`config.mk`:
```
export PLATFORM = sky130hd
export DESIGN_NAME = roman_numeral_encoder_unit
export DESIGN_NICKNAME = d
export VERILOG_FILES = /design/src/hdl/rne_pkg.sv /design/src/hdl/rne_front.sv /design/src/hdl/rne_queue.sv /design/src/hdl/rne_speller.sv /design/src/hdl/roman_numeral_encoder_unit.sv
export SDC_FILE = /design/constraint.sdc
export NUM_CORES = 1
export LEC_CHECK = 0
export BUFFER_PORTS_ARGS = -buffer_cell sky130_fd_sc_hd__buf_2
export CAP_MARGIN = 20
export CORE_ASPECT_RATIO = 1.25
export CORE_MARGIN = 2
export CORE_UTILIZATION = 45
export DETAILED_ROUTE_END_ITERATION = 8
export GPL_ROUTABILITY_DRIVEN = 0
export MAX_ROUTING_LAYER = met4
export PLACE_DENSITY = 0.59
export SLEW_MARGIN = 30
export SYNTH_ARGS = -nofsm -noshare
export SYNTH_HDL_FRONTEND = slang
export SYNTH_SLANG_ARGS = --single-unit
```
`constraint.sdc`:
```
create_clock -name i_clk -period 10.19 [get_ports i_clk]
set_input_delay 2.038 -clock i_clk [delete_from_list [all_inputs] [get_ports i_clk]]
set_output_delay 2.038 -clock i_clk [all_outputs]
set_load 0.05 [all_outputs]
```
`src/hdl/rne_pkg.sv`:
```
`default_nettype none

package rne_pkg;

    // Longest spelling kept for one number; anything beyond is dropped.
    localparam int unsigned MAX_CHARS = 15;

    localparam int unsigned SYM_W = 7;
    localparam int unsigned CNT_W = 4;

    // Letter indexes: one-symbol of digit e is 2e, five-symbol 2e+1, ten-symbol 2e+2.
    localparam logic [2:0] LTR_I = 3'd0;
    localparam logic [2:0] LTR_V = 3'd1;
    localparam logic [2:0] LTR_X = 3'd2;
    localparam logic [2:0] LTR_L = 3'd3;
    localparam logic [2:0] LTR_C = 3'd4;
    localparam logic [2:0] LTR_D = 3'd5;
    localparam logic [2:0] LTR_M = 3'd6;

    localparam logic [1:0] DIG_THOUSANDS = 2'd3;

    // Decimal digits of one number, units in dig[0], thousands in dig[3].
    typedef struct packed {
        logic            is_zero;
        logic [3:0][3:0] dig;
    } t_digits;

    function automatic logic [SYM_W-1:0] letter(input logic [2:0] idx);
        logic [SYM_W-1:0] ch;
        case (idx)
            LTR_I:   ch = 7'h49;
            LTR_V:   ch = 7'h56;
            LTR_X:   ch = 7'h58;
            LTR_L:   ch = 7'h4C;
            LTR_C:   ch = 7'h43;
            LTR_D:   ch = 7'h44;
            LTR_M:   ch = 7'h4D;
            default: ch = 7'h3F;
        endcase
        return ch;
    endfunction

    // Characters needed for a hundreds, tens or units digit.
    function automatic logic [2:0] digit_len(input logic [3:0] d);
        logic [2:0] n;
        case (d)
            4'd0:    n = 3'd0;
            4'd1:    n = 3'd1;
            4'd2:    n = 3'd2;
            4'd3:    n = 3'd3;
            4'd4:    n = 3'd2;
            4'd5:    n = 3'd1;
            4'd6:    n = 3'd2;
            4'd7:    n = 3'd3;
            4'd8:    n = 3'd4;
            4'd9:    n = 3'd2;
            default: n = 3'd0;
        endcase
        return n;
    endfunction

endpackage

`default_nettype wire

```
`src/hdl/rne_front.sv`:
```
`default_nettype none

module rne_front (
    input  wire logic             i_clk,
    input  wire logic             i_rst_n,
    input  wire logic             push,
    output logic                  full,
    input  wire logic [11:0]      i_number,
    output logic                  o_q_push,
    output rne_pkg::t_digits      o_q_data,
    input  wire logic             i_q_full
);

    logic             r_s1_v;
    logic [2:0]       r_s1_th;
    logic [9:0]       r_s1_rem;
    logic             r_s1_zero;
    logic             r_s2_v;
    rne_pkg::t_digits r_s2;

    logic [2:0]       th;
    logic [9:0]       rem;
    logic [3:0]       hun;
    logic [6:0]       rem2;
    logic [3:0]       ten;
    logic [3:0]       unit;
    rne_pkg::t_digits n_s2;

    logic s2_move, s2_free, s1_move, s1_free, accept;

    assign s2_move  = r_s2_v && !i_q_full;
    assign s2_free  = !r_s2_v || s2_move;
    assign s1_move  = r_s1_v && s2_free;
    assign s1_free  = !r_s1_v || s1_move;
    assign accept   = push && s1_free;
    assign full     = !s1_free;
    assign o_q_push = s2_move;
    assign o_q_data = r_s2;

    // Thousands digit by a compare ladder, then strip it off.
    always_comb begin
        th = '0;
        for (int k = 1; k <= 4; k++) begin
            th = th + 3'(i_number >= 12'(1000 * k));
        end
        rem = 10'(i_number - 12'(th) * 12'd1000);
    end

    always_comb begin
        hun = '0;
        for (int k = 1; k <= 9; k++) begin
            hun = hun + 4'(r_s1_rem >= 10'(100 * k));
        end
        rem2 = 7'(r_s1_rem - 10'(hun) * 10'd100);
        ten = '0;
        for (int k = 1; k <= 9; k++) begin
            ten = ten + 4'(rem2 >= 7'(10 * k));
        end
        unit = 4'(rem2 - 7'(ten) * 7'd10);
        n_s2.is_zero = r_s1_zero;
        n_s2.dig[3]  = {1'b0, r_s1_th};
        n_s2.dig[2]  = hun;
        n_s2.dig[1]  = ten;
        n_s2.dig[0]  = unit;
    end

    always_ff @(posedge i_clk) begin
        if (!i_rst_n) begin
            r_s1_v <= 1'b0;
            r_s2_v <= 1'b0;
        end else begin
            if (accept) begin
                r_s1_v <= 1'b1;
            end else if (s1_move) begin
                r_s1_v <= 1'b0;
            end
            if (s1_move) begin
                r_s2_v <= 1'b1;
            end else if (s2_move) begin
                r_s2_v <= 1'b0;
            end
        end
    end

    always_ff @(posedge i_clk) begin
        if (accept) begin
            r_s1_th   <= th;
            r_s1_rem  <= rem;
            r_s1_zero <= (i_number == '0);
        end
        if (s1_move) begin
            r_s2 <= n_s2;
        end
    end

`ifndef SYNTHESIS
    a_stage2_digits: assert property (@(posedge i_clk) disable iff (!i_rst_n)
        r_s2_v |-> (r_s2.dig[2] <= 4'd9 && r_s2.dig[1] <= 4'd9 && r_s2.dig[0] <= 4'd9))
        else $error("decimal digit out of range");
    a_stage1_rem: assert property (@(posedge i_clk) disable iff (!i_rst_n)
        r_s1_v |-> r_s1_rem < 10'd1000)
        else $error("thousands remainder out of range");
    a_full_only_blocked: assert property (@(posedge i_clk) disable iff (!i_rst_n)
        full |-> (r_s1_v && r_s2_v && i_q_full))
        else $error("front reports full without a blocked pipeline");
`endif

endmodule

`default_nettype wire

```
`src/hdl/rne_queue.sv`:
```
`default_nettype none

module rne_queue #(
    parameter int unsigned DEPTH = 4
) (
    input  wire logic             i_clk,
    input  wire logic             i_rst_n,
    input  wire logic             i_push,
    input  wire rne_pkg::t_digits i_data,
    output logic                  o_full,
    input  wire logic             i_pop,
    output rne_pkg::t_digits      o_data,
    output logic                  o_valid
);

    localparam int unsigned PTR_W = (DEPTH > 1) ? $clog2(DEPTH) : 1;
    localparam int unsigned CNT_W = $clog2(DEPTH + 1);

    rne_pkg::t_digits r_mem [DEPTH];
    logic [PTR_W-1:0] r_wr_ptr;
    logic [PTR_W-1:0] r_rd_ptr;
    logic [CNT_W-1:0] r_count;

    logic do_push, do_pop;

    assign o_full  = (r_count == CNT_W'(DEPTH));
    assign o_valid = (r_count != '0);
    assign o_data  = r_mem[r_rd_ptr];
    assign do_push = i_push && !o_full;
    assign do_pop  = i_pop && o_valid;

    function automatic logic [PTR_W-1:0] wrap_inc(input logic [PTR_W-1:0] p);
        return (p == PTR_W'(DEPTH - 1)) ? '0 : p + 1'b1;
    endfunction

    always_ff @(posedge i_clk) begin
        if (!i_rst_n) begin
            r_wr_ptr <= '0;
            r_rd_ptr <= '0;
            r_count  <= '0;
        end else begin
            if (do_push) begin
                r_wr_ptr <= wrap_inc(r_wr_ptr);
            end
            if (do_pop) begin
                r_rd_ptr <= wrap_inc(r_rd_ptr);
            end
            if (do_push && !do_pop) begin
                r_count <= r_count + 1'b1;
            end else if (do_pop && !do_push) begin
                r_count <= r_count - 1'b1;
            end
        end
    end

    always_ff @(posedge i_clk) begin
        if (do_push) begin
            r_mem[r_wr_ptr] <= i_data;
        end
    end

`ifndef SYNTHESIS
    a_count_bound: assert property (@(posedge i_clk) disable iff (!i_rst_n)
        r_count <= CNT_W'(DEPTH))
        else $error("queue count beyond depth");
    a_ptrs_match_empty: assert property (@(posedge i_clk) disable iff (!i_rst_n)
        (r_count == '0) |-> (r_wr_ptr == r_rd_ptr))
        else $error("queue pointers disagree with count");
    a_count_step: assert property (@(posedge i_clk) disable iff (!i_rst_n)
        (do_push && !do_pop) |=> r_count == $past(r_count) + 1'b1)
        else $error("queue count did not advance on push");
`endif

endmodule

`default_nettype wire

```
`src/hdl/rne_speller.sv`:
```
`default_nettype none

module rne_speller (
    input  wire logic                        i_clk,
    input  wire logic                        i_rst_n,
    input  wire logic                        i_q_valid,
    input  wire rne_pkg::t_digits            i_q_data,
    output logic                             o_q_pop,
    output logic                             empty,
    input  wire logic                        pop,
    output logic [rne_pkg::SYM_W-1:0]        o_symbol,
    output logic                             o_last_symbol,
    output logic                             o_empty_res
);

    logic                         r_busy;
    logic                         r_zero;
    logic [3:0][3:0]              r_dig;
    logic [1:0]                   r_e;
    logic [1:0]                   r_j;
    logic [rne_pkg::CNT_W-1:0]    r_cnt;
    logic                         r_out_v;
    logic [rne_pkg::SYM_W-1:0]    r_out_sym;
    logic                         r_out_last;
    logic                         r_out_empty;

    logic [3:0]                   d;
    logic [2:0]                   dlen;
    logic [2:0]                   one_idx;
    logic [2:0]                   sel_idx;
    logic                         digit_end;
    logic                         found;
    logic [1:0]                   next_e;
    logic                         emit_last;
    logic                         adv;
    logic                         emit;
    logic                         take;

    function automatic logic [1:0] top_digit(input rne_pkg::t_digits x);
        logic [1:0] idx;
        idx = '0;
        for (int k = 0; k < 4; k++) begin
            if (x.dig[k] != '0) begin
                idx = 2'(k);
            end
        end
        return idx;
    endfunction

    assign adv  = !r_out_v || pop;
    assign emit = r_busy && adv;
    assign take = i_q_valid && (!r_busy || (emit && emit_last));

    assign o_q_pop       = take;
    assign empty         = !r_out_v;
    assign o_symbol      = r_out_sym;
    assign o_last_symbol = r_out_last;
    assign o_empty_res   = r_out_empty;

    always_comb begin
        d       = r_dig[r_e];
        one_idx = {r_e, 1'b0};
        if (r_e == rne_pkg::DIG_THOUSANDS) begin
            dlen    = d[2:0];
            sel_idx = one_idx;
        end else begin
            dlen = rne_pkg::digit_len(d);
            // Subtractive forms for four and nine, otherwise optional five then ones.
            if (d == 4'd9) begin
                sel_idx = (r_j == '0) ? one_idx : one_idx + 3'd2;
            end else if (d == 4'd4) begin
                sel_idx = (r_j == '0) ? one_idx : one_idx + 3'd1;
            end else if (d >= 4'd5 && r_j == '0) begin
                sel_idx = one_idx + 3'd1;
            end else begin
                sel_idx = one_idx;
            end
        end
        digit_end = (3'(r_j) + 3'd1 == dlen);

        found  = 1'b0;
        next_e = '0;
        for (int k = 2; k >= 0; k--) begin
            if (!found && 2'(k) < r_e && r_dig[k] != '0) begin
                found  = 1'b1;
                next_e = 2'(k);
            end
        end

        emit_last = r_zero || (digit_end && !found) ||
                    (r_cnt == rne_pkg::CNT_W'(rne_pkg::MAX_CHARS - 1));
    end

    always_ff @(posedge i_clk) begin
        if (!i_rst_n) begin
            r_busy  <= 1'b0;
            r_out_v <= 1'b0;
        end else begin
            if (adv) begin
                r_out_v <= r_busy;
            end
            if (emit && emit_last) begin
                r_busy <= 1'b0;
            end
            if (take) begin
                r_busy <= 1'b1;
            end
        end
    end

    always_ff @(posedge i_clk) begin
        if (emit) begin
            r_out_sym   <= r_zero ? '0 : rne_pkg::letter(sel_idx);
            r_out_last  <= emit_last;
            r_out_empty <= r_zero;
            r_cnt       <= r_cnt + 1'b1;
            if (digit_end) begin
                r_e <= next_e;
                r_j <= '0;
            end else begin
                r_j <= r_j + 1'b1;
            end
        end
        // A new beat from the queue overrides the finished item's position.
        if (take) begin
            r_zero <= i_q_data.is_zero;
            r_dig  <= i_q_data.dig;
            r_e    <= top_digit(i_q_data);
            r_j    <= '0;
            r_cnt  <= '0;
        end
    end

`ifndef SYNTHESIS
    a_empty_beat_form: assert property (@(posedge i_clk) disable iff (!i_rst_n)
        (r_out_v && r_out_empty) |-> (r_out_last && r_out_sym == '0))
        else $error("empty result without last mark or with a character");
    a_digit_nonzero: assert property (@(posedge i_clk) disable iff (!i_rst_n)
        (r_busy && !r_zero) |-> (d != '0 && 3'(r_j) < dlen))
        else $error("speller positioned outside a nonzero digit");
    a_count_cap: assert property (@(posedge i_clk) disable iff (!i_rst_n)
        r_busy |-> r_cnt < rne_pkg::CNT_W'(rne_pkg::MAX_CHARS))
        else $error("character count beyond spelling limit");
    a_emit_fills_out: assert property (@(posedge i_clk) disable iff (!i_rst_n)
        emit |=> r_out_v)
        else $error("emitted character not held in output register");
`endif

endmodule

`default_nettype wire

```
`src/hdl/roman_numeral_encoder_unit.sv`:
```
// Roman numeral encoder: spells a 12-bit unsigned number as ASCII numeral characters.
// Input channel: drive i_number with push high; the beat is taken when full is low.
// Result channel: while empty is low, o_symbol, o_last_symbol and o_empty_res show
// the oldest character; pop high takes it. o_last_symbol marks the final character
// of a number; zero gives a single beat with o_empty_res set and o_symbol zero.
// Values from 4000 up lead with MMMM; spellings are cut at fifteen characters.
// Path: the first character of a number passes two digit-extraction stages, the digit
// queue, the speller's digit registers and the spelling register.
// Throughput: one character per cycle on the result side while the receiver pops;
// the spelling sequencer and its single output register set that rate. The front
// accepts a number every cycle until the digit queue (QUEUE_DEPTH entries) and its
// two stages fill up.
// When the receiver stalls, the output register holds its character, the sequencer
// waits, and full rises once the queue and front stages are occupied.
// Reset (synchronous, i_rst_n low) empties the stages, the queue and the output.
`default_nettype none

module roman_numeral_encoder_unit #(
    parameter int unsigned QUEUE_DEPTH = 4
) (
    input  wire logic                        i_clk,
    input  wire logic                        i_rst_n,
    input  wire logic                        push,
    output logic                             full,
    input  wire logic [11:0]                 i_number,
    output logic                             empty,
    input  wire logic                        pop,
    output logic [rne_pkg::SYM_W-1:0]        o_symbol,
    output logic                             o_last_symbol,
    output logic                             o_empty_res
);

    logic             q_push;
    logic             q_full;
    logic             q_pop;
    logic             q_valid;
    rne_pkg::t_digits q_wdata;
    rne_pkg::t_digits q_rdata;

    rne_front u_front (
        .i_clk    (i_clk),
        .i_rst_n  (i_rst_n),
        .push     (push),
        .full     (full),
        .i_number (i_number),
        .o_q_push (q_push),
        .o_q_data (q_wdata),
        .i_q_full (q_full)
    );

    rne_queue #(
        .DEPTH (QUEUE_DEPTH)
    ) u_queue (
        .i_clk   (i_clk),
        .i_rst_n (i_rst_n),
        .i_push  (q_push),
        .i_data  (q_wdata),
        .o_full  (q_full),
        .i_pop   (q_pop),
        .o_data  (q_rdata),
        .o_valid (q_valid)
    );

    rne_speller u_speller (
        .i_clk         (i_clk),
        .i_rst_n       (i_rst_n),
        .i_q_valid     (q_valid),
        .i_q_data      (q_rdata),
        .o_q_pop       (q_pop),
        .empty         (empty),
        .pop           (pop),
        .o_symbol      (o_symbol),
        .o_last_symbol (o_last_symbol),
        .o_empty_res   (o_empty_res)
    );

endmodule

`default_nettype wire
```
# Yosys cells after proc, flatten, opt, wreduce, memory -nomap -nowiden
# Memory sizes are Yosys's and may differ from the RTL's. A register that Yosys moved wholly into a read port is not among the register bits.
# Index checks and enable logic that the tools add are counted.
# Widths: inputs -> output; s select.
[op_classes]
muxes = 37
eq_ne = 14
n_reduce_logical = 51
mul = 3
order_cmp = 27
n_addsub = 31
[ops]
columns = ["cell", "count"]
rows = [
  ["$add 4x1->4", 14],
  ["$pmux 7 s7", 1],
  ["$ge 10x10->1 const B", 4],
  ["$ge 10x9->1 const B", 3],
  ["$mux 3", 9],
  ["$mux 2", 13],
  ["$ge 12x12->1 const B", 2],
  ["$reduce_bool 4->1", 6],
  ["$ge 7x6->1 const B", 3],
  ["$ge 7x7->1 const B", 3],
  ["$logic_and 1x1->1", 17],
  ["$ge 7x5->1 const B", 2],
  ["$eq 3x3->1 const B", 4],
  ["$ge 12x10->1 const B", 1],
  ["$ge 12x11->1 const B", 1],
  ["$logic_not 12->1", 1],
  ["$mux 1", 12],
  ["$reduce_bool 2->1", 6],
  ["$logic_not 1->1", 11],
  ["$ge 10x7->1 const B", 1],
  ["$ge 10x8->1 const B", 1],
  ["$sub 10x10->10", 1],
  ["$bmux 4 s2", 1],
  ["$eq 4x4->1 const B", 2],
  ["other kinds (29)", 44],
]
[totals]
register_bits = 75
elab_cells = 191
in_bits = 16
ramBits = 64
output_inout_bits = 11
mem_count = 2
romBits = 48
[mem_list]
columns = ["memory", "depth", "word_bits", "read_ports", "rd_ports_with_merged_regs", "wr", "line_no", "rtl"]
rows = [
  ["u_queue.r_mem", 4, 16, 1, 1, 1, "rne_queue.sv:19", "rne_pkg::t_digits r_mem [DEPTH];"],
  ["(name not given)", 16, 3, 1, 0, 0, "rne_pkg.sv:46", "case (d)"],
]

# Longest topological paths before layout
[depth]
ltp_word = 22
depth_mapped = 31
mapped_depth_nobuf = 30

# Hierarchy
# A second synthesis with hierarchy kept.
[hier_totals]
cells_unflattened = 513
area_unflattened_um2 = 7293.2
[by_module_without_submodules]
columns = ["mod", "seq_area_each_um2", "instances", "cells_each", "area_each_um2"]
rows = [
  ["rne_queue", 2222.1, 1, 140, 2974.1],
  ["rne_front", 940.9, 1, 221, 2453.6],
  ["rne_speller", 1001.0, 1, 152, 1865.5],
]

# Worst setup path after synthesis
# No wires, ideal clock.
[synth_timing]
path_kind = "reg2reg"
from = "register u_front.r_s1_rem[4]"
to = "register u_front.r_s2, in the netlist u_front.o_q_data[3], data pin"
n_path_buf = 1
arrival_ns = 8.012
period_less_slack_ns = 8.270
setup_slack_ns = 1.920
setup_ns = 0.258
path_stages_with_launch = 30
required_ns = 9.932
path_cell_list = "edfxtp_1 clkbuf_1 a21o_1 a211o_1 a21o_1 fa_1 fa_1 inv_1 fa_1 inv_1 ha_1 fa_1 fa_1 inv_1 maj3_1 a21oi_1 xnor2_1 inv_1 nor2_1 o21ai_0 fa_1 fa_1 fa_1 ha_1 fa_1 inv_1 fa_1 xnor2_1 xnor2_1 xnor2_1"
[synth_rtl]
columns = ["element", "line_no", "rtl"]
rows = [
  ["start, declared", "rne_front.sv:16", "logic [9:0] r_s1_rem;"],
  ["start signal, assigned", "rne_front.sv:88", "r_s1_rem <= rem;"],
  ["end signal, assigned", "rne_front.sv:92", "r_s2 <= n_s2;"],
  ["end, declared", "rne_front.sv:19", "rne_pkg::t_digits r_s2;"],
]

==> results_dict.tcl <==
set metrics [dict create \
    rsz0062_at_grt "false" \
    ant_nets 0 \
    routedWlPerCell_um 15.1 \
    first_iter_violations 181 \
    yosysUniqueCellTypes 61 \
    crit_slowest_cell "fa_1" \
    cts-buffers-inserted 17 \
    ys.flop_type "edfxtp_1" \
    cts_tree "built" \
    synthCells 512 \
    yosysWarnings 0 \
    dp_hpwl_um 8520 \
    dp_slack_ps 1510 \
    final.setup.tns_ps 0 \
    antenna_found_initial 0 \
    regArea_um2 4010 \
    final_common_cell "edfxtp_1" \
    cts_hold_buf 0 \
    synth_edf_count 121 \
    post-route-util_pct 51.4 \
    ys_seq_elements 140 \
    diodes 0 \
    finalHoldViolCount 0 \
    area_growth_syn_to_layout_pct 12.7 \
    timing.final.ws_setup_ps 1560 \
    path_buf_inv 5 \
    fp.dieW_um 116 \
    first_global_vias 4134 \
    firstDrtPassIters 4 \
    hp-class "flop to flop" \
    cp.arrival_ps 8800 \
    drc 0 \
    r2r_setup_slack_ps 1560 \
    critPathLaunchType "flop" \
    postCtsResizedCells 0 \
    skew_ps 11.6 \
    max_freq_mhz 116 \
    fillers 1340 \
    num-nets-final 625 \
    grt_max_degree 24 \
    grt-ovfl-total 0 \
    crit_fanout 10 \
    status "completed" \
    grt_use_total_pct 16.0 \
    post_cts_buffers 0 \
    slowest_delay_ps 550 \
    clock_sinks 140 \
    multiInputGateArea_um2 2790 \
    htree_num_levels 4 \
    cp-end-kind "flop" \
    layout-drive-gt1-share_pct 14.9 \
    yosysSeqAreaShare_pct 57.0 \
    timing.hold.ws_ps 416 \
    synthArstFlopShare_pct 0 \
    grt_pass1_wl_um 19500 \
    finalSetupViolCount 0 \
    die-area_um2 16700 \
    core_um2 15400 \
    critPathTopFamily "adder cells" \
    post-route-period-util_pct 84.7 \
    die_y_um 144 \
    ios 27 \
    critPathRequiredTime_ps 10350 \
    postSynthNetCount 588 \
    critical_path_class "flop to flop" \
    slew_viol_final 0 \
    rows 51 \
    clockBufferDepth 2 \
    vias 4030 \
    worst_slew_pin_slew_ps 850 \
    syn_area_per_cell_um2 13.8 \
    routed_wl_um 11700 \
    port-buffer-count 26 \
    synth_area_um2 7040 \
    clkSlewWorstSetupHoldPaths_ps 60 \
    vias_per_cell 5.21 \
    cp_common_cell "fa_1" \
    relSlewSlack_pct 43.3 \
    initial_core_util_pct 45.6 \
    drv_cap 0 \
    cts-root-buf "clkbuf_16" \
    period_needed_ps 8630 \
    final_cell_mix "121 x edfxtp_1, 50 x inv_1, 44 x ha_1, 30 x nor2_1, 26 x buf_2" \
    clock_latency_ps 410 \
]
[logic make-up after synthesis]
logic type	share of synthesized area (%)
AOI/OAI and AO/OA	8.37
xor gates and xnor gates	3.23
adders and majority gates	12.7
buffers and inverters	3.43
DFF	57.0
muxes	7.07
and+or+nand+nor	8.23
[synthesized netlist by cell type, types with 3 or more instances]
cell / n / area share (%)
nor3_1: 7 / 0.50
o21a_1: 3 / 0.32
nor2_1: 30 / 1.6
o21ai_0: 11 / 0.78
ha_1: 44 / 7.8
xnor2_1: 16 / 2.0
edfxtp_1: 121 / 52
a21o_1: 6 / 0.64
a21oi_1: 16 / 1.1
and2_1: 6 / 0.53
or3_1: 4 / 0.36
nor2b_1: 11 / 0.98
o211ai_1: 5 / 0.53
fa_1: 16 / 4.5
mux2i_1: 7 / 1.0
mux4_2: 19 / 6.1
o2111ai_1: 3 / 0.37
nor4_1: 6 / 0.53
xor2_1: 10 / 1.2
clkbuf_1: 9 / 0.48
nand2b_1: 5 / 0.44
a31oi_1: 6 / 0.53
nand3_1: 9 / 0.64
o21bai_1: 5 / 0.53
inv_1: 50 / 2.7
dfxtp_1: 19 / 5.4
nand2_1: 24 / 1.3
[routing by layer]
layer  share of wire, %  wire (um)  global-route usage, %
met1                 40       4660                   16.4
met2                 56       6480                   28.7
met3                2.7        314                   3.80
met5                  0          0                      -
met4                1.9        221                   7.14
[path summary, 6_finish.rpt]
path         cells after the start                        endpoint                     startpoint
max                             28   u_front.o_q_data[3]$_DFFE_PP_  u_front.r_s1_rem[4]$_DFFE_PP_
min                              0  u_front.o_q_data[16]$_DFFE_PP_    u_front.r_s1_zero$_DFFE_PP_
max reg2reg                     28   u_front.o_q_data[3]$_DFFE_PP_  u_front.r_s1_rem[4]$_DFFE_PP_
min reg2reg                      0  u_front.o_q_data[16]$_DFFE_PP_    u_front.r_s1_zero$_DFFE_PP_
[area by class of cell]
class                   instances  area share, %
clock buffers                  23           5.90
well taps                     212           3.34
inverters                      52           2.49
repair buffers                 29           1.92
multi-input cells             309           35.1
flip-flops and latches        140           50.6
clock inverters                 9          0.615
[registers in the layout (all words and copies together), names as in the netlist, 3 cells and up, named ones only]
register,count
u_speller.r_cnt,4
u_front.o_q_data,16
u_queue.r_count,3
u_speller.o_symbol,7
u_queue.r_mem,64
u_speller.r_dig,15
u_front.r_s1_th,3
u_front.r_s1_rem,10
[through the flow]
step	cell area, um2	std cells
final	7930	774
after global routing	7930	774
after CTS	7930	774
after detailed placement	7410	742
after global placement	7410	742
after floorplan	7040	512
Power is not shown: default switching activity piles up to over one toggle a cycle in this logic, so the estimate is an artifact.
